**src/hw/rtl/svdw_pkg.sv**
```systemverilog
// switched 12-6 pair accumulator: shared types, codes, microprogram and fixed-point helpers
// no dependencies; every other file uses this package by scoped names
`default_nettype none

package svdw_pkg;

   localparam logic [63:0] Q_ONE   = 64'h0000_0001_0000_0000;
   localparam logic [63:0] MAG_CAP = 64'h7FFF_FFFF_FFFF_FFFF;
   localparam logic [63:0] S64_MIN = 64'h8000_0000_0000_0000;

   // request actions
   localparam logic [1:0] ACT_PAIR      = 2'd0;
   localparam logic [1:0] ACT_LOAD_DIST = 2'd1;
   localparam logic [1:0] ACT_LOAD_EN   = 2'd2;
   localparam logic [1:0] ACT_LOAD_FRC  = 2'd3;

   // register indexes
   localparam logic [1:0] CSR_SWITCH_START = 2'd0;
   localparam logic [1:0] CSR_CUT_DISTANCE = 2'd1;
   localparam logic [1:0] CSR_BOX_LENGTH   = 2'd2;

   // micro-op codes
   localparam logic [2:0] OP_MUL  = 3'd0;
   localparam logic [2:0] OP_DIV  = 3'd1;
   localparam logic [2:0] OP_ADD  = 3'd2;
   localparam logic [2:0] OP_SUB  = 3'd3;
   localparam logic [2:0] OP_ACC  = 3'd4;   // add, subtract on exclusion
   localparam logic [2:0] OP_NACC = 3'd5;   // subtract, add on exclusion

   // fixed operand sources; bit 5 set selects a temporary
   localparam logic [5:0] SRC_R2   = 6'd0;
   localparam logic [5:0] SRC_C2   = 6'd1;
   localparam logic [5:0] SRC_O2   = 6'd2;
   localparam logic [5:0] SRC_RS   = 6'd3;
   localparam logic [5:0] SRC_GS   = 6'd4;
   localparam logic [5:0] SRC_FGS  = 6'd5;
   localparam logic [5:0] SRC_DX0  = 6'd6;
   localparam logic [5:0] SRC_DX1  = 6'd7;
   localparam logic [5:0] SRC_DX2  = 6'd8;
   localparam logic [5:0] SRC_ONE  = 6'd9;
   localparam logic [5:0] SRC_K2   = 6'd10;
   localparam logic [5:0] SRC_K3   = 6'd11;
   localparam logic [5:0] SRC_K6   = 6'd12;
   localparam logic [5:0] SRC_K12  = 6'd13;
   localparam logic [5:0] SRC_ZERO = 6'd14;
   localparam logic [5:0] SRC_ESUM = 6'd15;
   localparam logic [5:0] SRC_FX   = 6'd16;
   localparam logic [5:0] SRC_FY   = 6'd17;
   localparam logic [5:0] SRC_FZ   = 6'd18;

   // destinations of accumulators; below these a temporary
   localparam logic [4:0] DST_ESUM = 5'd16;
   localparam logic [4:0] DST_FX   = 5'd17;
   localparam logic [4:0] DST_FY   = 5'd18;
   localparam logic [4:0] DST_FZ   = 5'd19;

   // temporaries
   localparam logic [3:0] T_INV2  = 4'd0;
   localparam logic [3:0] T_INV6  = 4'd1;
   localparam logic [3:0] T_EM1   = 4'd2;
   localparam logic [3:0] T_BASE  = 4'd3;
   localparam logic [3:0] T_TMP   = 4'd4;
   localparam logic [3:0] T_DTMP  = 4'd5;
   localparam logic [3:0] T_DIFFC = 4'd6;
   localparam logic [3:0] T_D     = 4'd7;
   localparam logic [3:0] T_TMP1  = 4'd8;
   localparam logic [3:0] T_POLY  = 4'd9;
   localparam logic [3:0] T_TMP2  = 4'd10;
   localparam logic [3:0] T_T1    = 4'd11;
   localparam logic [3:0] T_INNER = 4'd12;
   localparam logic [3:0] T_T2    = 4'd13;
   localparam logic [3:0] T_S0    = 4'd14;
   localparam logic [3:0] T_S1    = 4'd15;

   // program counter landmarks
   localparam logic [5:0] PC_BRANCH    = 6'd5;
   localparam logic [5:0] PC_INNER     = 6'd6;
   localparam logic [5:0] PC_INNER_END = 6'd10;
   localparam logic [5:0] PC_SWITCH    = 6'd11;
   localparam logic [5:0] PC_TAIL      = 6'd34;
   localparam logic [5:0] PC_END       = 6'd42;

   typedef struct packed {
      logic [2:0] op;
      logic [5:0] a;
      logic [5:0] b;
      logic [4:0] dst;
   } uop_type;

   typedef struct packed {
      logic       en;
      logic [1:0] sel;
   } tbl_wr_type;

   function automatic logic [5:0] tsrc(input logic [3:0] t);
      return {2'b10, t};
   endfunction

   function automatic logic [4:0] tdst(input logic [3:0] t);
      return {1'b0, t};
   endfunction

   function automatic uop_type mk(input logic [2:0] op, input logic [5:0] a,
                                  input logic [5:0] b, input logic [4:0] d);
      uop_type u;
      u.op  = op;
      u.a   = a;
      u.b   = b;
      u.dst = d;
      return u;
   endfunction

   function automatic uop_type uop_rom(input logic [5:0] pc);
      uop_type u;
      case (pc)
         6'd0:  u = mk(OP_MUL, SRC_R2, SRC_RS, tdst(T_S0));
         6'd1:  u = mk(OP_DIV, SRC_ONE, tsrc(T_S0), tdst(T_INV2));
         6'd2:  u = mk(OP_MUL, tsrc(T_INV2), tsrc(T_INV2), tdst(T_S0));
         6'd3:  u = mk(OP_MUL, tsrc(T_S0), tsrc(T_INV2), tdst(T_INV6));
         6'd4:  u = mk(OP_SUB, tsrc(T_INV6), SRC_ONE, tdst(T_EM1));
         6'd5:  u = mk(OP_MUL, tsrc(T_INV6), tsrc(T_EM1), tdst(T_BASE));
         // inside cuton
         6'd6:  u = mk(OP_ADD, tsrc(T_BASE), SRC_ZERO, tdst(T_TMP));
         6'd7:  u = mk(OP_MUL, tsrc(T_INV2), tsrc(T_INV6), tdst(T_S0));
         6'd8:  u = mk(OP_MUL, tsrc(T_INV6), SRC_K2, tdst(T_S1));
         6'd9:  u = mk(OP_SUB, tsrc(T_S1), SRC_ONE, tdst(T_S1));
         6'd10: u = mk(OP_MUL, tsrc(T_S0), tsrc(T_S1), tdst(T_DTMP));
         // switching region
         6'd11: u = mk(OP_SUB, SRC_C2, SRC_R2, tdst(T_DIFFC));
         6'd12: u = mk(OP_SUB, SRC_C2, SRC_O2, tdst(T_D));
         6'd13: u = mk(OP_MUL, tsrc(T_D), tsrc(T_D), tdst(T_S0));
         6'd14: u = mk(OP_MUL, tsrc(T_S0), tsrc(T_D), tdst(T_S0));
         6'd15: u = mk(OP_DIV, tsrc(T_DIFFC), tsrc(T_S0), tdst(T_TMP1));
         6'd16: u = mk(OP_MUL, SRC_O2, SRC_K3, tdst(T_S0));
         6'd17: u = mk(OP_SUB, SRC_C2, tsrc(T_S0), tdst(T_S0));
         6'd18: u = mk(OP_MUL, SRC_R2, SRC_K2, tdst(T_S1));
         6'd19: u = mk(OP_ADD, tsrc(T_S0), tsrc(T_S1), tdst(T_POLY));
         6'd20: u = mk(OP_MUL, tsrc(T_TMP1), tsrc(T_DIFFC), tdst(T_S0));
         6'd21: u = mk(OP_MUL, tsrc(T_S0), tsrc(T_POLY), tdst(T_TMP2));
         6'd22: u = mk(OP_MUL, tsrc(T_BASE), SRC_K12, tdst(T_S0));
         6'd23: u = mk(OP_SUB, SRC_O2, SRC_R2, tdst(T_S1));
         6'd24: u = mk(OP_MUL, tsrc(T_S0), tsrc(T_S1), tdst(T_S0));
         6'd25: u = mk(OP_MUL, tsrc(T_S0), tsrc(T_TMP1), tdst(T_T1));
         6'd26: u = mk(OP_MUL, tsrc(T_EM1), tsrc(T_TMP2), tdst(T_S0));
         6'd27: u = mk(OP_ADD, tsrc(T_INV6), tsrc(T_S0), tdst(T_INNER));
         6'd28: u = mk(OP_MUL, tsrc(T_INV6), SRC_K6, tdst(T_S0));
         6'd29: u = mk(OP_MUL, tsrc(T_S0), tsrc(T_INNER), tdst(T_S0));
         6'd30: u = mk(OP_MUL, tsrc(T_S0), tsrc(T_TMP2), tdst(T_S0));
         6'd31: u = mk(OP_DIV, tsrc(T_S0), SRC_R2, tdst(T_T2));
         6'd32: u = mk(OP_MUL, tsrc(T_BASE), tsrc(T_TMP2), tdst(T_TMP));
         6'd33: u = mk(OP_SUB, tsrc(T_T1), tsrc(T_T2), tdst(T_DTMP));
         // common tail: scale and accumulate
         6'd34: u = mk(OP_MUL, tsrc(T_DTMP), SRC_FGS, tdst(T_DTMP));
         6'd35: u = mk(OP_MUL, SRC_GS, tsrc(T_TMP), tdst(T_S0));
         6'd36: u = mk(OP_ACC, SRC_ESUM, tsrc(T_S0), DST_ESUM);
         6'd37: u = mk(OP_MUL, SRC_DX0, tsrc(T_DTMP), tdst(T_S1));
         6'd38: u = mk(OP_NACC, SRC_FX, tsrc(T_S1), DST_FX);
         6'd39: u = mk(OP_MUL, SRC_DX1, tsrc(T_DTMP), tdst(T_S1));
         6'd40: u = mk(OP_NACC, SRC_FY, tsrc(T_S1), DST_FY);
         6'd41: u = mk(OP_MUL, SRC_DX2, tsrc(T_DTMP), tdst(T_S1));
         6'd42: u = mk(OP_NACC, SRC_FZ, tsrc(T_S1), DST_FZ);
         default: u = mk(OP_ADD, SRC_ZERO, SRC_ZERO, tdst(T_S1));
      endcase
      return u;
   endfunction

   function automatic logic [63:0] mag64(input logic signed [63:0] a);
      return a[63] ? 64'(-a) : 64'(a);
   endfunction

   function automatic logic signed [63:0] qadd(input logic signed [63:0] a,
                                               input logic signed [63:0] b);
      logic signed [64:0] s;
      s = {a[63], a} + {b[63], b};
      if (s[64] != s[63]) return s[64] ? S64_MIN : MAG_CAP;
      return s[63:0];
   endfunction

   function automatic logic signed [63:0] qsub(input logic signed [63:0] a,
                                               input logic signed [63:0] b);
      logic signed [64:0] s;
      s = {a[63], a} - {b[63], b};
      if (s[64] != s[63]) return s[64] ? S64_MIN : MAG_CAP;
      return s[63:0];
   endfunction

   function automatic logic signed [63:0] to_signed_q(input logic [63:0] u);
      return u[63] ? MAG_CAP : u;
   endfunction

endpackage

`default_nettype wire

```
**src/hw/rtl/svdw_mul.sv**
```systemverilog
// saturating signed Q32.32 multiplier, one 32x32 partial product per cycle
// uses svdw_pkg for constants and the magnitude helper
`default_nettype none

module svdw_mul (
   input  wire logic               clock,
   input  wire logic               reset,
   input  wire logic               start,
   input  wire logic signed [63:0] a,
   input  wire logic signed [63:0] b,
   output logic                    done,
   output logic signed [63:0]      y
);

   logic         busy_ff, busy_in;
   logic         fin_ff, fin_in;
   logic         done_ff, done_in;
   logic [1:0]   cnt_ff, cnt_in;
   logic [63:0]  ma_ff, mb_ff;
   logic         neg_ff;
   logic [127:0] acc_ff, acc_in;
   logic [63:0]  y_ff, y_in;
   logic [31:0]  ah, bh;
   logic [63:0]  pp;
   logic [6:0]   shamt;
   logic [63:0]  m;

   always_comb begin
      ah    = cnt_ff[1] ? ma_ff[63:32] : ma_ff[31:0];
      bh    = cnt_ff[0] ? mb_ff[63:32] : mb_ff[31:0];
      pp    = 64'(ah) * 64'(bh);
      shamt = 7'(32 * (32'(cnt_ff[1]) + 32'(cnt_ff[0])));
      acc_in = acc_ff;
      if (start) begin
         acc_in = '0;
      end else if (busy_ff) begin
         acc_in = acc_ff + (128'(pp) << shamt);
      end
      // the result is the product shifted down 32, capped at the largest magnitude
      m    = (|acc_ff[127:95]) ? svdw_pkg::MAG_CAP : acc_ff[95:32];
      y_in = neg_ff ? 64'(-$signed(m)) : m;
   end

   always_comb begin
      busy_in = busy_ff;
      cnt_in  = cnt_ff;
      fin_in  = 1'b0;
      done_in = 1'b0;
      if (start) begin
         busy_in = 1'b1;
         cnt_in  = '0;
      end else if (busy_ff) begin
         cnt_in = cnt_ff + 2'd1;
         if (cnt_ff == 2'd3) begin
            busy_in = 1'b0;
            fin_in  = 1'b1;
         end
      end
      if (fin_ff) begin
         done_in = 1'b1;
      end
   end

   always_ff @(posedge clock) begin
      if (reset) begin
         busy_ff <= 1'b0;
         fin_ff  <= 1'b0;
         done_ff <= 1'b0;
         cnt_ff  <= '0;
      end else begin
         busy_ff <= busy_in;
         fin_ff  <= fin_in;
         done_ff <= done_in;
         cnt_ff  <= cnt_in;
      end
   end

   always_ff @(posedge clock) begin
      if (start) begin
         ma_ff  <= svdw_pkg::mag64(a);
         mb_ff  <= svdw_pkg::mag64(b);
         neg_ff <= a[63] ^ b[63];
      end
      acc_ff <= acc_in;
      if (fin_ff) begin
         y_ff <= y_in;
      end
   end

   assign done = done_ff;
   assign y    = y_ff;

endmodule

`default_nettype wire

```
**config.mk**
```make
export PLATFORM = sky130hd
export DESIGN_NAME = svdw_mul
export DESIGN_NICKNAME = d
export VERILOG_FILES = /design/src/hw/rtl/svdw_pkg.sv /design/src/hw/rtl/svdw_mul.sv
export SDC_FILE = /design/constraint.sdc
export NUM_CORES = 2
export LEC_CHECK = 0
export ABC_AREA = 0
export BUFFER_PORTS_ARGS = -buffer_cell sky130_fd_sc_hd__buf_2
export CAP_MARGIN = 5
export CORE_ASPECT_RATIO = 2
export CORE_MARGIN = 2
export CORE_UTILIZATION = 60
export CTS_CLUSTER_DIAMETER = 40
export CTS_CLUSTER_SIZE = 30
export DETAILED_ROUTE_END_ITERATION = 10
export PLACE_DENSITY_LB_ADDON = 0.08
export SKIP_LAST_GASP = 1
export SLEW_MARGIN = 15
export SYNTH_ARGS = -nofsm -noshare
export SYNTH_HDL_FRONTEND = slang
export SYNTH_SLANG_ARGS = --single-unit
export TNS_END_PERCENT = 20
```
**constraint.sdc**
```tcl
create_clock -name clock -period 13.42 [get_ports clock]
set_input_delay 1.342 -clock clock [delete_from_list [all_inputs] [get_ports clock]]
set_output_delay 1.342 -clock clock [all_outputs]
set_load 0.02 [all_outputs]
```
==> impl_results.md <==
* Status: finished clean
* Yosys Warn Count at 0
* Critical Path RT at 13990 ps
* Most Frequent Cell on Critical Path: fa_1
* DR vias/cell at 6.34
* Initial DRT Pass Iterations at 8
* Post-synthesis sequential area ratio at 0.148
* Final-stage net count at about 8k
* CTS tree: built
* Slew Viols, Final at 0
* Final Skew at approximately 55 ps
* Num ports at between 150 and 200
* Upper clock frequency limit at between 70 and 80 MHz
* Number of synthesized flops with an enable pin at roughly 190
* Max cap viols at 0
* Routability cong. at 1.03
* Max FO, Critical Path at 44
* Die W at between 200 and 250 um
* Max Buffers Root-to-Sink at 3
* GRT Util Overall at 0.430
* Worst path slowest cell: fa_1
* Die ar. at roughly 98000 um^2
* Cell area after synthesis at about 57000 um^2
* Clock transition at the registers of the reported paths at about 80 ps
* PortBufs at 195
* Period utilization at 0.979
* Global route total overflow at 0
* Slew @ Worst Pin at about 1300 ps
* Ys flop type: edfxtp_1
* Avg Inst Size Synth at between 8 and 9 um^2
* Syn Inst Count at between 6k and 7k
* CTS Hold Bufs at 0
* CTS H-tree depth at 2
* Top-count cell post-synth: nor2_1
* Hold Slack at 488 ps
* WL/cell at 26.2 um
* Largest net degree at the start of global routing at 72
* Starting DRT DRC Count at around 5.3k
* Synth area leaders: fa_1, edfxtp_1, ha_1, nor2_1, inv_1
* Crit. End Element: flip-flop
* First-pass GRT wire length at between 300 and 400 mm
* Mapped Nets at 8055
* Unrepaired setup endpoints after global routing: yes
* Final ANT Viol Nets at 0
* Most instantiated cells after synthesis: nor2_1, inv_1, fa_1
* Initial antenna violation count at 8
* Critical path type: reg2reg
* Ys async rst share at 0
* Endpoints failing hold at 0
* Worst Hold Class: reg2reg
* Clock latency on the worst-skew pair at ~670 ps
* Die Height at between 400 and 500 um
* Slew HR at 0.160
* DR vias at approximately 51k
* Overall routed net length at about 210 mm
* CTS Root Buffer Type: clkbuf_16
* Number of global-route vias before repair at slightly above 50k
* CP peak stage delay at between 500 and 600 ps
* Rows at 160
* Utilization after layout at 0.653
* Final setup TNS at 0 ps
* Post-synth top area share at 0.315
* Netlist cell types at 82
* FF+latch count, synth at around 330
* Crit path DAT at around 14000 ps
* Initial core utilization at 0.603
* Total CTS buffers at 44
* Final Critical Period at approximately 13000 ps
* Final HPWL from detailed placement at ~170 mm
* Largest area contributor in the netlist: fa_1
* Core Area at 94700 um^2
* DRC Markers at 0
* Worst setup SP type: flip-flop
* Final setup violation count at 0
* Area growth from synthesis to layout at 8.40%
* Clk sink count at approximately 330
* Share of cells above drive strength 1 at 0.0979
-- registers in the layout (all words and copies together), names as in the netlist --
name	cells
acc_ff	128
busy_ff	1
cnt_ff	2
done	1
fin_ff	1
ma_ff	64
mb_ff	64
neg_ff	1
y	64
-- layer usage --
metal  vias up  part of all wire  global-route usage
met1     24875              0.36               0.526
li1      21843                 -                   -
met4         6             0.093               0.318
met3       908              0.10              0.0996
met5         -           0.00026                   0
met2      3088              0.45               0.667
-- final timing paths --
path / startpoint / to / slack (ps) / cells after the start
worst min register to register: acc_ff[121]$_SDFFE_PP0P_ / acc_ff[121]$_SDFFE_PP0P_ / 490 / 2
worst max-delay path: cnt_ff[0]$_SDFFE_PP0P_ / acc_ff[122]$_SDFFE_PP0P_ / 280 / 42
worst max register to register: cnt_ff[0]$_SDFFE_PP0P_ / acc_ff[122]$_SDFFE_PP0P_ / 280 / 42
worst min-delay path: acc_ff[121]$_SDFFE_PP0P_ / acc_ff[121]$_SDFFE_PP0P_ / 490 / 2
-- stage by stage --
| step | setup slack (ps) | cells | area [um^2] |
|---|---|---|---|
| 3_5_place_dp | 22.9 | 7907 | 60100 |
| 6_report | 282 | 7999 | 61900 |
| 3_3_place_gp | 285 | 7907 | 60100 |
| 4_1_cts | 21.1 | 7988 | 61700 |
| 2_1_floorplan | 1410 | 6633 | 57100 |
| 5_1_grt | -68.9 | 7990 | 61800 |
-- worst max-delay path, delay by kind of cell (launching register included) --
kind | cells | cell delay [ps]
adder cells (fa/ha/maj) | 10 | 5030
AO/OA/AOI/OAI | 13 | 3340
AND/OR/NAND/NOR | 11 | 2510
buffers and inverters | 6 | 1010
flip-flops | 1 | 510
multiplexers | 1 | 380
XOR/XNOR | 1 | 170
-- cell families after synthesis --
group	count (synthesis)	synth area share
AOI/OAI and AO/OA	1018	0.112
adders and majority gates	1291	0.401
and+or+nand+nor	2205	0.167
muxes	209	0.0383
xor gates and xnor gates	329	0.0505
buffers and inverters	1255	0.0826
DFF	326	0.148
-- cell type report --
class | instances | area [um^2]
multi-input cells | 5052 | 44200
clock buffers | 48 | 1150
clock inverters | 33 | 499
well taps | 1215 | 1520
fillers | 7987 | 32800
repair buffers | 403 | 2620
inverters | 912 | 3420
flip-flops and latches | 326 | 8470
diodes | 10 | 25.0
-- placed cells by master (no fill, tap or decap), drive strengths merged, types with 16 or more instances in the layout --
cell type	n
buf	402
o31ai	50
fa	897
nand3	49
a31oi	27
or3	46
nor3	63
nand2b	24
or2	23
o22ai	35
nor2	968
a21oi	278
edfxtp	193
o311ai	25
nand4	88
inv	926
mux2	73
xor2	102
mux2i	136
o211ai	16
xnor2	227
nor2b	24
dfxtp	133
o41ai	33
nand2	763
o21bai	44
a21o	115
and2	37
ha	394
nor4	39
a211oi	21
o21ai	275
clkbuf	49
or4	39
-- what timing repair did --
| action | 4_1_cts | 5_1_grt |
|---|---|---|
| setup buffers | 0 | 1 |
| setup endpoints to repair | 1 | 20 |
| gates resized for setup | 1 | 13 |
Power is not shown: default switching activity piles up to over one toggle a cycle in this logic, so the estimate is an artifact.
