$ cat src/hw/rtl/svdw_pkg.sv
// switched 12-6 pair accumulator: shared types, codes, microprogram and fixed-point helpers
// no dependencies; every other file uses this package by scoped names
`default_nettype none

package svdw_pkg;

   localparam logic [63:0] Q_ONE   = 64'h0000_0001_0000_0000;
   localparam logic [63:0] MAG_CAP = 64'h7FFF_FFFF_FFFF_FFFF;
   localparam logic [63:0] S64_MIN = 64'h8000_0000_0000_0000;

   // request actions
   localparam logic [1:0] ACT_PAIR      = 2'd0;
   localparam logic [1:0] ACT_LOAD_DIST = 2'd1;
   localparam logic [1:0] ACT_LOAD_EN   = 2'd2;
   localparam logic [1:0] ACT_LOAD_FRC  = 2'd3;

   // register indexes
   localparam logic [1:0] CSR_SWITCH_START = 2'd0;
   localparam logic [1:0] CSR_CUT_DISTANCE = 2'd1;
   localparam logic [1:0] CSR_BOX_LENGTH   = 2'd2;

   // micro-op codes
   localparam logic [2:0] OP_MUL  = 3'd0;
   localparam logic [2:0] OP_DIV  = 3'd1;
   localparam logic [2:0] OP_ADD  = 3'd2;
   localparam logic [2:0] OP_SUB  = 3'd3;
   localparam logic [2:0] OP_ACC  = 3'd4;   // add, subtract on exclusion
   localparam logic [2:0] OP_NACC = 3'd5;   // subtract, add on exclusion

   // fixed operand sources; bit 5 set selects a temporary
   localparam logic [5:0] SRC_R2   = 6'd0;
   localparam logic [5:0] SRC_C2   = 6'd1;
   localparam logic [5:0] SRC_O2   = 6'd2;
   localparam logic [5:0] SRC_RS   = 6'd3;
   localparam logic [5:0] SRC_GS   = 6'd4;
   localparam logic [5:0] SRC_FGS  = 6'd5;
   localparam logic [5:0] SRC_DX0  = 6'd6;
   localparam logic [5:0] SRC_DX1  = 6'd7;
   localparam logic [5:0] SRC_DX2  = 6'd8;
   localparam logic [5:0] SRC_ONE  = 6'd9;
   localparam logic [5:0] SRC_K2   = 6'd10;
   localparam logic [5:0] SRC_K3   = 6'd11;
   localparam logic [5:0] SRC_K6   = 6'd12;
   localparam logic [5:0] SRC_K12  = 6'd13;
   localparam logic [5:0] SRC_ZERO = 6'd14;
   localparam logic [5:0] SRC_ESUM = 6'd15;
   localparam logic [5:0] SRC_FX   = 6'd16;
   localparam logic [5:0] SRC_FY   = 6'd17;
   localparam logic [5:0] SRC_FZ   = 6'd18;

   // destinations of accumulators; below these a temporary
   localparam logic [4:0] DST_ESUM = 5'd16;
   localparam logic [4:0] DST_FX   = 5'd17;
   localparam logic [4:0] DST_FY   = 5'd18;
   localparam logic [4:0] DST_FZ   = 5'd19;

   // temporaries
   localparam logic [3:0] T_INV2  = 4'd0;
   localparam logic [3:0] T_INV6  = 4'd1;
   localparam logic [3:0] T_EM1   = 4'd2;
   localparam logic [3:0] T_BASE  = 4'd3;
   localparam logic [3:0] T_TMP   = 4'd4;
   localparam logic [3:0] T_DTMP  = 4'd5;
   localparam logic [3:0] T_DIFFC = 4'd6;
   localparam logic [3:0] T_D     = 4'd7;
   localparam logic [3:0] T_TMP1  = 4'd8;
   localparam logic [3:0] T_POLY  = 4'd9;
   localparam logic [3:0] T_TMP2  = 4'd10;
   localparam logic [3:0] T_T1    = 4'd11;
   localparam logic [3:0] T_INNER = 4'd12;
   localparam logic [3:0] T_T2    = 4'd13;
   localparam logic [3:0] T_S0    = 4'd14;
   localparam logic [3:0] T_S1    = 4'd15;

   // program counter landmarks
   localparam logic [5:0] PC_BRANCH    = 6'd5;
   localparam logic [5:0] PC_INNER     = 6'd6;
   localparam logic [5:0] PC_INNER_END = 6'd10;
   localparam logic [5:0] PC_SWITCH    = 6'd11;
   localparam logic [5:0] PC_TAIL      = 6'd34;
   localparam logic [5:0] PC_END       = 6'd42;

   typedef struct packed {
      logic [2:0] op;
      logic [5:0] a;
      logic [5:0] b;
      logic [4:0] dst;
   } uop_type;

   typedef struct packed {
      logic       en;
      logic [1:0] sel;
   } tbl_wr_type;

   function automatic logic [5:0] tsrc(input logic [3:0] t);
      return {2'b10, t};
   endfunction

   function automatic logic [4:0] tdst(input logic [3:0] t);
      return {1'b0, t};
   endfunction

   function automatic uop_type mk(input logic [2:0] op, input logic [5:0] a,
                                  input logic [5:0] b, input logic [4:0] d);
      uop_type u;
      u.op  = op;
      u.a   = a;
      u.b   = b;
      u.dst = d;
      return u;
   endfunction

   function automatic uop_type uop_rom(input logic [5:0] pc);
      uop_type u;
      case (pc)
         6'd0:  u = mk(OP_MUL, SRC_R2, SRC_RS, tdst(T_S0));
         6'd1:  u = mk(OP_DIV, SRC_ONE, tsrc(T_S0), tdst(T_INV2));
         6'd2:  u = mk(OP_MUL, tsrc(T_INV2), tsrc(T_INV2), tdst(T_S0));
         6'd3:  u = mk(OP_MUL, tsrc(T_S0), tsrc(T_INV2), tdst(T_INV6));
         6'd4:  u = mk(OP_SUB, tsrc(T_INV6), SRC_ONE, tdst(T_EM1));
         6'd5:  u = mk(OP_MUL, tsrc(T_INV6), tsrc(T_EM1), tdst(T_BASE));
         // inside cuton
         6'd6:  u = mk(OP_ADD, tsrc(T_BASE), SRC_ZERO, tdst(T_TMP));
         6'd7:  u = mk(OP_MUL, tsrc(T_INV2), tsrc(T_INV6), tdst(T_S0));
         6'd8:  u = mk(OP_MUL, tsrc(T_INV6), SRC_K2, tdst(T_S1));
         6'd9:  u = mk(OP_SUB, tsrc(T_S1), SRC_ONE, tdst(T_S1));
         6'd10: u = mk(OP_MUL, tsrc(T_S0), tsrc(T_S1), tdst(T_DTMP));
         // switching region
         6'd11: u = mk(OP_SUB, SRC_C2, SRC_R2, tdst(T_DIFFC));
         6'd12: u = mk(OP_SUB, SRC_C2, SRC_O2, tdst(T_D));
         6'd13: u = mk(OP_MUL, tsrc(T_D), tsrc(T_D), tdst(T_S0));
         6'd14: u = mk(OP_MUL, tsrc(T_S0), tsrc(T_D), tdst(T_S0));
         6'd15: u = mk(OP_DIV, tsrc(T_DIFFC), tsrc(T_S0), tdst(T_TMP1));
         6'd16: u = mk(OP_MUL, SRC_O2, SRC_K3, tdst(T_S0));
         6'd17: u = mk(OP_SUB, SRC_C2, tsrc(T_S0), tdst(T_S0));
         6'd18: u = mk(OP_MUL, SRC_R2, SRC_K2, tdst(T_S1));
         6'd19: u = mk(OP_ADD, tsrc(T_S0), tsrc(T_S1), tdst(T_POLY));
         6'd20: u = mk(OP_MUL, tsrc(T_TMP1), tsrc(T_DIFFC), tdst(T_S0));
         6'd21: u = mk(OP_MUL, tsrc(T_S0), tsrc(T_POLY), tdst(T_TMP2));
         6'd22: u = mk(OP_MUL, tsrc(T_BASE), SRC_K12, tdst(T_S0));
         6'd23: u = mk(OP_SUB, SRC_O2, SRC_R2, tdst(T_S1));
         6'd24: u = mk(OP_MUL, tsrc(T_S0), tsrc(T_S1), tdst(T_S0));
         6'd25: u = mk(OP_MUL, tsrc(T_S0), tsrc(T_TMP1), tdst(T_T1));
         6'd26: u = mk(OP_MUL, tsrc(T_EM1), tsrc(T_TMP2), tdst(T_S0));
         6'd27: u = mk(OP_ADD, tsrc(T_INV6), tsrc(T_S0), tdst(T_INNER));
         6'd28: u = mk(OP_MUL, tsrc(T_INV6), SRC_K6, tdst(T_S0));
         6'd29: u = mk(OP_MUL, tsrc(T_S0), tsrc(T_INNER), tdst(T_S0));
         6'd30: u = mk(OP_MUL, tsrc(T_S0), tsrc(T_TMP2), tdst(T_S0));
         6'd31: u = mk(OP_DIV, tsrc(T_S0), SRC_R2, tdst(T_T2));
         6'd32: u = mk(OP_MUL, tsrc(T_BASE), tsrc(T_TMP2), tdst(T_TMP));
         6'd33: u = mk(OP_SUB, tsrc(T_T1), tsrc(T_T2), tdst(T_DTMP));
         // common tail: scale and accumulate
         6'd34: u = mk(OP_MUL, tsrc(T_DTMP), SRC_FGS, tdst(T_DTMP));
         6'd35: u = mk(OP_MUL, SRC_GS, tsrc(T_TMP), tdst(T_S0));
         6'd36: u = mk(OP_ACC, SRC_ESUM, tsrc(T_S0), DST_ESUM);
         6'd37: u = mk(OP_MUL, SRC_DX0, tsrc(T_DTMP), tdst(T_S1));
         6'd38: u = mk(OP_NACC, SRC_FX, tsrc(T_S1), DST_FX);
         6'd39: u = mk(OP_MUL, SRC_DX1, tsrc(T_DTMP), tdst(T_S1));
         6'd40: u = mk(OP_NACC, SRC_FY, tsrc(T_S1), DST_FY);
         6'd41: u = mk(OP_MUL, SRC_DX2, tsrc(T_DTMP), tdst(T_S1));
         6'd42: u = mk(OP_NACC, SRC_FZ, tsrc(T_S1), DST_FZ);
         default: u = mk(OP_ADD, SRC_ZERO, SRC_ZERO, tdst(T_S1));
      endcase
      return u;
   endfunction

   function automatic logic [63:0] mag64(input logic signed [63:0] a);
      return a[63] ? 64'(-a) : 64'(a);
   endfunction

   function automatic logic signed [63:0] qadd(input logic signed [63:0] a,
                                               input logic signed [63:0] b);
      logic signed [64:0] s;
      s = {a[63], a} + {b[63], b};
      if (s[64] != s[63]) return s[64] ? S64_MIN : MAG_CAP;
      return s[63:0];
   endfunction

   function automatic logic signed [63:0] qsub(input logic signed [63:0] a,
                                               input logic signed [63:0] b);
      logic signed [64:0] s;
      s = {a[63], a} - {b[63], b};
      if (s[64] != s[63]) return s[64] ? S64_MIN : MAG_CAP;
      return s[63:0];
   endfunction

   function automatic logic signed [63:0] to_signed_q(input logic [63:0] u);
      return u[63] ? MAG_CAP : u;
   endfunction

endpackage

`default_nettype wire

$ cat src/hw/rtl/svdw_div.sv
// saturating signed Q32.32 divider, restoring, one quotient bit per cycle
// uses svdw_pkg for constants and the magnitude helper
`default_nettype none

module svdw_div (
   input  wire logic               clock,
   input  wire logic               reset,
   input  wire logic               start,
   input  wire logic signed [63:0] a,
   input  wire logic signed [63:0] b,
   output logic                    done,
   output logic signed [63:0]      y
);

   logic         busy_ff, busy_in;
   logic         fin_ff, fin_in;
   logic         done_ff;
   logic [6:0]   cnt_ff, cnt_in;
   logic [63:0]  mb_ff;
   logic [63:0]  rem_ff, rem_in;
   logic [95:0]  qd_ff, qd_in;
   logic         neg_ff, bz_ff, az_ff;
   logic [64:0]  rem_sh;
   logic         ge;
   logic [63:0]  m;
   logic [63:0]  y_ff, y_in;

   always_comb begin
      rem_sh = {rem_ff, qd_ff[95]};
      ge     = rem_sh >= {1'b0, mb_ff};
      rem_in = ge ? 64'(rem_sh - {1'b0, mb_ff}) : rem_sh[63:0];
      qd_in  = {qd_ff[94:0], ge};
      if (bz_ff) begin
         // zero divisor: largest magnitude with the dividend's sign, zero for zero
         m = az_ff ? 64'd0 : svdw_pkg::MAG_CAP;
      end else begin
         m = (|qd_ff[95:63]) ? svdw_pkg::MAG_CAP : qd_ff[63:0];
      end
      y_in = neg_ff ? 64'(-$signed(m)) : m;
   end

   always_comb begin
      busy_in = busy_ff;
      cnt_in  = cnt_ff;
      fin_in  = 1'b0;
      if (start) begin
         busy_in = (b != '0);
         fin_in  = (b == '0);
         cnt_in  = '0;
      end else if (busy_ff) begin
         cnt_in = cnt_ff + 7'd1;
         if (cnt_ff == 7'd95) begin
            busy_in = 1'b0;
            fin_in  = 1'b1;
         end
      end
   end

   always_ff @(posedge clock) begin
      if (reset) begin
         busy_ff <= 1'b0;
         fin_ff  <= 1'b0;
         done_ff <= 1'b0;
         cnt_ff  <= '0;
      end else begin
         busy_ff <= busy_in;
         fin_ff  <= fin_in;
         done_ff <= fin_ff;
         cnt_ff  <= cnt_in;
      end
   end

   always_ff @(posedge clock) begin
      if (start) begin
         mb_ff  <= svdw_pkg::mag64(b);
         qd_ff  <= {svdw_pkg::mag64(a), 32'h0};
         rem_ff <= '0;
         neg_ff <= a[63] ^ b[63];
         bz_ff  <= (b == '0);
         az_ff  <= (a == '0);
      end else if (busy_ff) begin
         qd_ff  <= qd_in;
         rem_ff <= rem_in;
      end
      if (fin_ff) begin
         y_ff <= y_in;
      end
   end

   assign done = done_ff;
   assign y    = y_ff;

endmodule

`default_nettype wire

$ cat config.mk
export PLATFORM = sky130hd
export DESIGN_NAME = svdw_div
export DESIGN_NICKNAME = d
export VERILOG_FILES = /design/src/hw/rtl/svdw_pkg.sv /design/src/hw/rtl/svdw_div.sv
export SDC_FILE = /design/constraint.sdc
export NUM_CORES = 1
export LEC_CHECK = 0
export BUFFER_PORTS_ARGS = -buffer_cell sky130_fd_sc_hd__buf_2
export CORE_MARGIN = 2
export CORE_UTILIZATION = 50
export CTS_BUF_LIST = sky130_fd_sc_hd__clkbuf_2 sky130_fd_sc_hd__clkbuf_4 sky130_fd_sc_hd__clkbuf_8
export DETAILED_ROUTE_END_ITERATION = 6
export PLACE_DENSITY = 0.78
export SLEW_MARGIN = 20
export SYNTH_ARGS = -nofsm -noshare
export SYNTH_HDL_FRONTEND = slang
export SYNTH_SLANG_ARGS = --single-unit
$ cat constraint.sdc
create_clock -name clock -period 5.8 [get_ports clock]
set_clock_uncertainty 0.15 [all_clocks]
set_input_delay 1.16 -clock clock [delete_from_list [all_inputs] [get_ports clock]]
set_output_delay 1.16 -clock clock [all_outputs]
set_load 0.03 [all_outputs]
==> qor.csv, run 1 <==
stage,metric,value,unit
floorplanning,Die H,206,µm
clocking,H-tree depth,2,
clocking,cts bufs inserted,50,
drt,TritonRoute pass-1 iters,7,
floorplanning,IO Count,196,
logic_synthesis,fraction of synthesis flops using an asynchronous set or reset pin,0,
logic_synthesis,syn avg cell area,8.79,µm²
power_and_ir_drop,Worst VDD drop,0.157,mV
flow_run,Max Cap Viol,0,
grt,first-pass GRT wire length,88400,µm
logic_synthesis,main combinational cell family by area after synthesis,compound AO/OA/AOI/OAI gates,
grt,largest net degree at the start of global routing,125,
placed_design,I/O Buffers,195,
clocking,# Post-CTS Setup Buffers,0,
floorplanning,die area,42500,µm²
grt,grt ovf,0,
floorplanning,area of the core,40600,µm²
clocking,CTS root buf,clkbuf_8,
setup_path,CP max FO,38,
timing,RSZ-0062 raised after global routing,false,
grt,vias in the first global route,17106,
drt,post-route ant nets,0,
logic_synthesis,Yosys warnings,0,
logic_synthesis,"EDFF count, synth",195,
clocking,Num Clock Sinks,301,
timing,# setup viols final,0,
timing,final hold vios,0,
grt,initial antenna violation count,4,
final_layout,layout cell share with drive strength beyond 1,0.142,
power_and_ir_drop,Pleak,0.00876,µW
setup_path,critical path class,reg -> reg,
drt,drt total wl,56200,µm
logic_synthesis,top post-synthesis cells by area,"edfxtp_1 (29%), dfxtp_1 (10%), xnor2_1 (6.2%), nand2_1 (4.9%), o21ai_0 (4.8%)",
logic_synthesis,post-synthesis compound-gate area fraction,0.218,
floorplanning,starting density of the core,0.504,
logic_synthesis,adder-cell share of the synthesized area,0.0426,
outcome,status,completed,
placed_design,gpl congestion,0.949,
worst_hold_path,min-delay worst type,reg -> reg,
worst_hold_path,hold_sp,rem_ff[1]$_SDFFE_PP0P_,
clocking,CTS tree,built,
clocking,Max clock buf depth,3,
drt,vias,18631,
logic_synthesis,Post-Synth Simple-Gate Area,0.192,
drt,DR vias/cell,6.15,
worst_hold_path,Worst Hold Path Cells,2,
setup_path,critical register-to-register path startpoint,mb_ff[8]$_DFFE_PP_,
logic_synthesis,Post-Syn Area,20400,µm²
logic_synthesis,ys flop type,edfxtp_1,
logic_synthesis,"flops & latches, synth",301,
floorplanning,Die W,206,µm
timing,Slew @ Worst Pin,1.07,ns
setup_path,Setup crit end kind,flop,
drt,1st-iter DRT viols,1825,
timing,worst hold slack,0.342,ns
setup_path,reg2reg setup slack,1.14,ns
worst_hold_path,WHS Endpoint,rem_ff[2]$_SDFFE_PP0P_,
drt,top sig layer,met5,
final_layout,Area Growth Syn to Fin,11.8,%
drt,DR DRC count,0,
timing,Final Max Slew Viols,0,
drt,routed length per instance,18.5,µm
setup_path,FF-to-FF path depth,12,
drt,M1 WL,24700,µm
power_and_ir_drop,total chip power,6000,µW
final_layout,"Net count, final",2650,
setup_path,Worst Path Required,6.17,ns
logic_synthesis,sequential area share after synthesis,0.390,
logic_synthesis,Synth Net Count,2525,
clocking,Skew-Pair Late Insertion Delay,0.65,ns
drt,metal3 WL,4030,µm
clocking,Clock transition at path regs,0.07,ns
floorplanning,num rows,74,
drt,wire length on met2,25800,µm
timing,setup TNS,0,ns
grt,GRT Total Usage,0.259,
logic_synthesis,Synth top area share,0.287,
logic_synthesis,Synth area leader,edfxtp_1,
setup_path,Critical Path Source Type,flop,
timing,Slew headroom,0.288,
logic_synthesis,post-synthesis mux area share,0.0197,
logic_synthesis,most instantiated library cell after synthesis,nand2_1,
logic_synthesis,Mapped Cells,2325,
clocking,Post-CTS Hold Fix Bufs,0,
timing,fmax,215,MHz
logic_synthesis,synth cell count leaders,"nand2_1 (265), nor2_1 (199), edfxtp_1 (195)",
power_and_ir_drop,Power Density,263,nW/µm²
logic_synthesis,"Distinct cells, synth",87,
clocking,cts repair resizes,0,
timing,crit share post-route,0.803,
setup_path,worst r2r dst,rem_ff[35]$_SDFFE_PP0P_,
logic_synthesis,XOR/XNOR Fraction of Synth Area,0.0947,
setup_path,crit path DAT,5.02,ns
placed_design,Final HPWL DP,41000,µm
timing,Period minus WS final,4.66,ns
[layout make-up]
class,count,area [µm²]
clock inverters,23,228
inverters,90,338
flip-flops and latches,301,7980
clock buffers,71,871
diodes,4,10.0
repair buffers,211,1130
multi-input cells,1796,11600
well taps,532,666
fillers,3661,17700
[layer usage]
metal	up-vias	global-route usage
li1	8891	-
met1	8894	0.356
met2	733	0.416
met3	109	0.0391
met4	4	0.0939
met5	-	0
[kinds of logic (layout without fill, tap and decap cells)]
kind of cell / count (synthesis) / count (layout)
flops: 301 / 301
other cells: 0 / 4
fa+ha+maj: 69 / 69
compound gates: 667 / 667
simple gates: 799 / 799
mux: 40 / 40
xor+xnor: 221 / 221
buf+inv: 228 / 395
[stage by stage]
stage	setup slack (ns)	cell area, µm²	util	instances
global placement	1.15	21700	0.536	2930
finish	1.14	22800	0.563	3028
detailed placement	1.02	21700	0.536	2930
floorplan	1.36	20400	-	2325
CTS	1.26	22800	0.563	3024
global route	0.959	22800	0.563	3025
[critical path, cell delays in order, from the launching register on]
cell	delay [ns]
edfxtp_1	0.36
inv_1	0.12
ha_1	0.34
a21oi_1	0.20
o21ai_0	0.14
a21o_1	0.20
o211ai_1	0.57
a211oi_1	0.20
nor4_1	0.91
o31a_2	0.67
buf_12	0.28
nand2_1	0.08
a311oi_1	0.31
[worst max-delay path by stage]
stage	cells past startpoint	endpoint	slack, ns	startpoint
after detailed placement	9	mb_ff[44]$_DFFE_PP_	1.02	b[9]
after global placement	9	mb_ff[44]$_DFFE_PP_	1.15	b[9]
final	12	rem_ff[35]$_SDFFE_PP0P_	1.14	mb_ff[8]$_DFFE_PP_
after floorplan	15	y[62]$_DFFE_PP_	1.36	qd_ff[69]$_DFFE_PP_
after global routing	12	rem_ff[44]$_SDFFE_PP0P_	0.96	mb_ff[8]$_DFFE_PP_
after CTS	12	rem_ff[35]$_SDFFE_PP0P_	1.26	mb_ff[8]$_DFFE_PP_
[placed cells by master (no fill, tap or decap), types with 43 or more instances in the layout]
cell type	Yosys	final
nand2_1	265	264
nor2_1	199	197
edfxtp_1	195	195
o21ai_0	194	194
buf_2	9	194
xnor2_1	145	145
a21oi_1	135	135
dfxtp_1	106	104
inv_1	89	88
xor2_1	76	76
ha_1	68	68
o31ai_1	56	55
clkbuf_8	0	55
nor3_1	49	49
a311oi_1	44	44
a22o_1	43	43
[state kept, by name, summed over array words and instances, names as in the netlist]
register and count:
qd_ff 96, az_ff 1, bz_ff 1, done 1
fin_ff 1, y 64, rem_ff 64, neg_ff 1
busy_ff 1, cnt_ff 7, mb_ff 64
[where the power goes]
part,total (µW),switching (µW),internal [µW]
logic,1370,855,518
clock network,2050,897,1160
registers,2570,115,2460
total,6000,1870,4130
(Power assumes the default switching activity.)
==> inputs of run 2 (changes only) <==
ABC_AREA = 1   (was default)
clock period = 4.8 ns   (was 5.8 ns; I/O delays follow)
==> run 2 against run 1 <==
Effect of this change: the run now ends with design-rule violations left; via count up 27%; fmax up 28%; flip-flop and latch count unchanged; critical path depth up 4; register-to-register slack about the same; combinational power down 17%; sequential power up 15%; die area up 13%; count of clock-buffer cells in the layout up 8; worst hold slack worse by 0.021 ns; critical path type unchanged.
==> qor.csv, run 2 <==
stage,metric,value,unit
timing,# setup viols final,0,
clocking,# Post-CTS Setup Buffers,0,
logic_synthesis,Post-Syn Area,23200,µm²
timing,Period minus WS final,3.65,ns
power_and_ir_drop,total chip power,6820,µW
floorplanning,IO Count,196,
logic_synthesis,Synth top area share,0.253,
grt,first-pass GRT wire length,118000,µm
timing,worst setup margin,1.15,ns
logic_synthesis,top post-synthesis cells by area,"edfxtp_1 (25%), nand2_1 (15%), dfxtp_1 (9.2%), inv_1 (8.4%), nor2_1 (7.4%)",
logic_synthesis,"flops & latches, synth",301,
timing,setup TNS,0,ns
timing,Slew headroom,0.313,
clocking,Skew-Pair Late Insertion Delay,0.67,ns
grt,vias in the first global route,21941,
drt,1st-iter DRT viols,2308,
timing,fmax,274,MHz
power_and_ir_drop,Pleak,0.0116,µW
final_layout,Area Growth Syn to Fin,11.8,%
final_layout,Filler cells,4521,
placed_design,worst slack at placement,0.995,ns
clocking,Max clock buf depth,3,
worst_hold_path,Worst Hold Path Cells,2,
setup_path,FF-to-FF path depth,16,
final_layout,register area,7980,µm²
logic_synthesis,Yosys warnings,0,
logic_synthesis,synth cell count leaders,"nand2_1 (937), inv_1 (516), nor2_1 (456)",
floorplanning,die area,48100,µm²
logic_synthesis,syn avg cell area,6.61,µm²
final_layout,layout cell share with drive strength beyond 1,0.0965,
clocking,CTS root buf,clkbuf_8,
setup_path,critical path class,reg -> reg,
clocking,CTS tree,built,
final_layout,area of the multi-input gates,12800,µm²
final_layout,max reg flops,96,
floorplanning,Die W,219,µm
drt,drt total wl,75900,µm
setup_path,reg2reg setup slack,1.15,ns
placed_design,Final HPWL DP,59900,µm
final_layout,Biggest register,qd_ff,
grt,initial antenna violation count,15,
timing,RSZ-0062 raised after global routing,false,
logic_synthesis,ys flop type,edfxtp_1,
logic_synthesis,Synth area leader,edfxtp_1,
setup_path,Critical Path Source Type,flop,
final_layout,"Net count, final",3876,
floorplanning,starting density of the core,0.509,
logic_synthesis,Synth Net Count,3706,
clocking,Num Clock Sinks,301,
worst_hold_path,hold_sp,rem_ff[1]$_SDFFE_PP0P_,
setup_path,crit path DAT,4.02,ns
placed_design,I/O Buffers,195,
drt,DR DRC count,1,
setup_path,Setup crit end kind,flop,
logic_synthesis,"Distinct cells, synth",54,
setup_path,critical register-to-register path startpoint,qd_ff[95]$_DFFE_PP_,
timing,Final Max Slew Viols,0,
drt,vias,23641,
logic_synthesis,"EDFF count, synth",195,
final_layout,most frequent cells in the layout,"nand2_1 (937), inv_1 (514), nor2_1 (454)",
floorplanning,area of the core,45600,µm²
logic_synthesis,fraction of synthesis flops using an asynchronous set or reset pin,0,
setup_path,Worst Path Required,5.17,ns
worst_hold_path,min-delay worst type,reg -> reg,
worst_hold_path,WHS Endpoint,rem_ff[1]$_SDFFE_PP0P_,
floorplanning,Die H,219,µm
clocking,H-tree depth,2,
drt,routed length per instance,17.5,µm
clocking,Post-CTS Hold Fix Bufs,0,
placed_design,gpl congestion,1.02,
clocking,Clock transition at path regs,0.06,ns
setup_path,Critical path origin,qd_ff[95]$_DFFE_PP_,
drt,post-route ant nets,0,
logic_synthesis,most instantiated library cell after synthesis,nand2_1,
final_layout,"commonest non-fill, non-tap cell in the layout",nand2_1,
grt,largest net degree at the start of global routing,83,
logic_synthesis,sequential area share after synthesis,0.344,
logic_synthesis,Mapped Cells,3506,
clocking,cts bufs inserted,54,
clocking,cts repair resizes,0,
outcome,status,finished with violations,
drt,TritonRoute pass-1 iters,7,
setup_path,CP max FO,5,
timing,crit share post-route,0.761,
power_and_ir_drop,Power Density,263,nW/µm²
grt,grt ovf,0,
floorplanning,num rows,78,
power_and_ir_drop,Worst VDD drop,0.185,mV
grt,GRT Total Usage,0.315,
timing,final hold vios,0,
outcome,failing checks,design-rule violations,
timing,Slew @ Worst Pin,1.03,ns
timing,worst hold slack,0.321,ns
setup_path,worst r2r dst,rem_ff[54]$_SDFFE_PP0P_,
drt,DR vias/cell,5.46,
flow_run,Max Cap Viol,0,
run 2: cell types whose count changed in the layout (fill, tap and decap cells not counted), sizes merged, moves of 34 or more:
cell    before  now
a311oi      44    0
nand2      266  942
nand3       42  292
o41ai       34    0
xnor2      145   52
inv         92  517
a22o        43    0
o22ai        4   53
mux2i       39    1
nor2       200  471
o31ai       59    3
run 2: routing by layer:
layer,vias to the layer above,global-route usage,part of all wire
li1,11824,-,-
met1,10676,0.431,0.44
met2,973,0.500,0.44
met3,160,0.0632,0.089
met4,8,0.101,0.031
met5,-,0,0.00079
run 2: area by class of cell:
cell class,count,share of cell area
multi-input cells,2580,0.495
flip-flops and latches,301,0.308
inverters,521,0.0756
repair buffers,218,0.0449
clock buffers,79,0.0369
well taps,600,0.0290
clock inverters,22,0.00956
diodes,11,0.00106
run 2: how the worst max path moves through the flow:
stage / to / cells past startpoint
floorplan: qd_ff[32]$_DFFE_PP_ / 3
global placement: qd_ff[90]$_DFFE_PP_ / 18
detailed placement: qd_ff[90]$_DFFE_PP_ / 18
CTS: y[51]$_DFFE_PP_ / 15
global route: y[60]$_DFFE_PP_ / 17
finish: rem_ff[54]$_SDFFE_PP0P_ / 16
run 2: worst max-delay path, stage by stage, from the launching register on:
cell and delay, ns:
edfxtp_1 0.44, inv_1 0.07, ha_1 0.21, fa_1 0.42
o21ai_0 0.40, a21boi_0 0.26, o21ai_0 0.23, buf_4 0.17
nand2_1 0.05, nand2_1 0.17, nand2_1 0.07, nand2_1 0.25
nand2_1 0.19, nand3_1 0.12, nand3_1 0.13, nand2_1 0.09
o21ai_0 0.08
run 2: through the flow:
step	area, µm²	instances	util
finish	25900	4332	0.569
global route	25900	4327	0.568
CTS	25900	4321	0.568
detailed placement	24700	4220	0.542
global placement	24700	4220	0.542
floorplan	23200	3506	-
run 2: report_power, final:
group	total (µW)	switching (µW)	internal, µW
Sequential	2960	48.3	2920
Clock	2720	1160	1550
Combinational	1140	801	341
Total	6820	2010	4810
run 2: cell families after synthesis:
family / after synthesis / share of synthesized area
buf+inv: 625 / 0.103
compound gates: 497 / 0.123
xor+xnor: 134 / 0.0506
simple gates: 1879 / 0.341
fa+ha+maj: 69 / 0.0376
mux: 1 / 0.000432
flops: 301 / 0.344
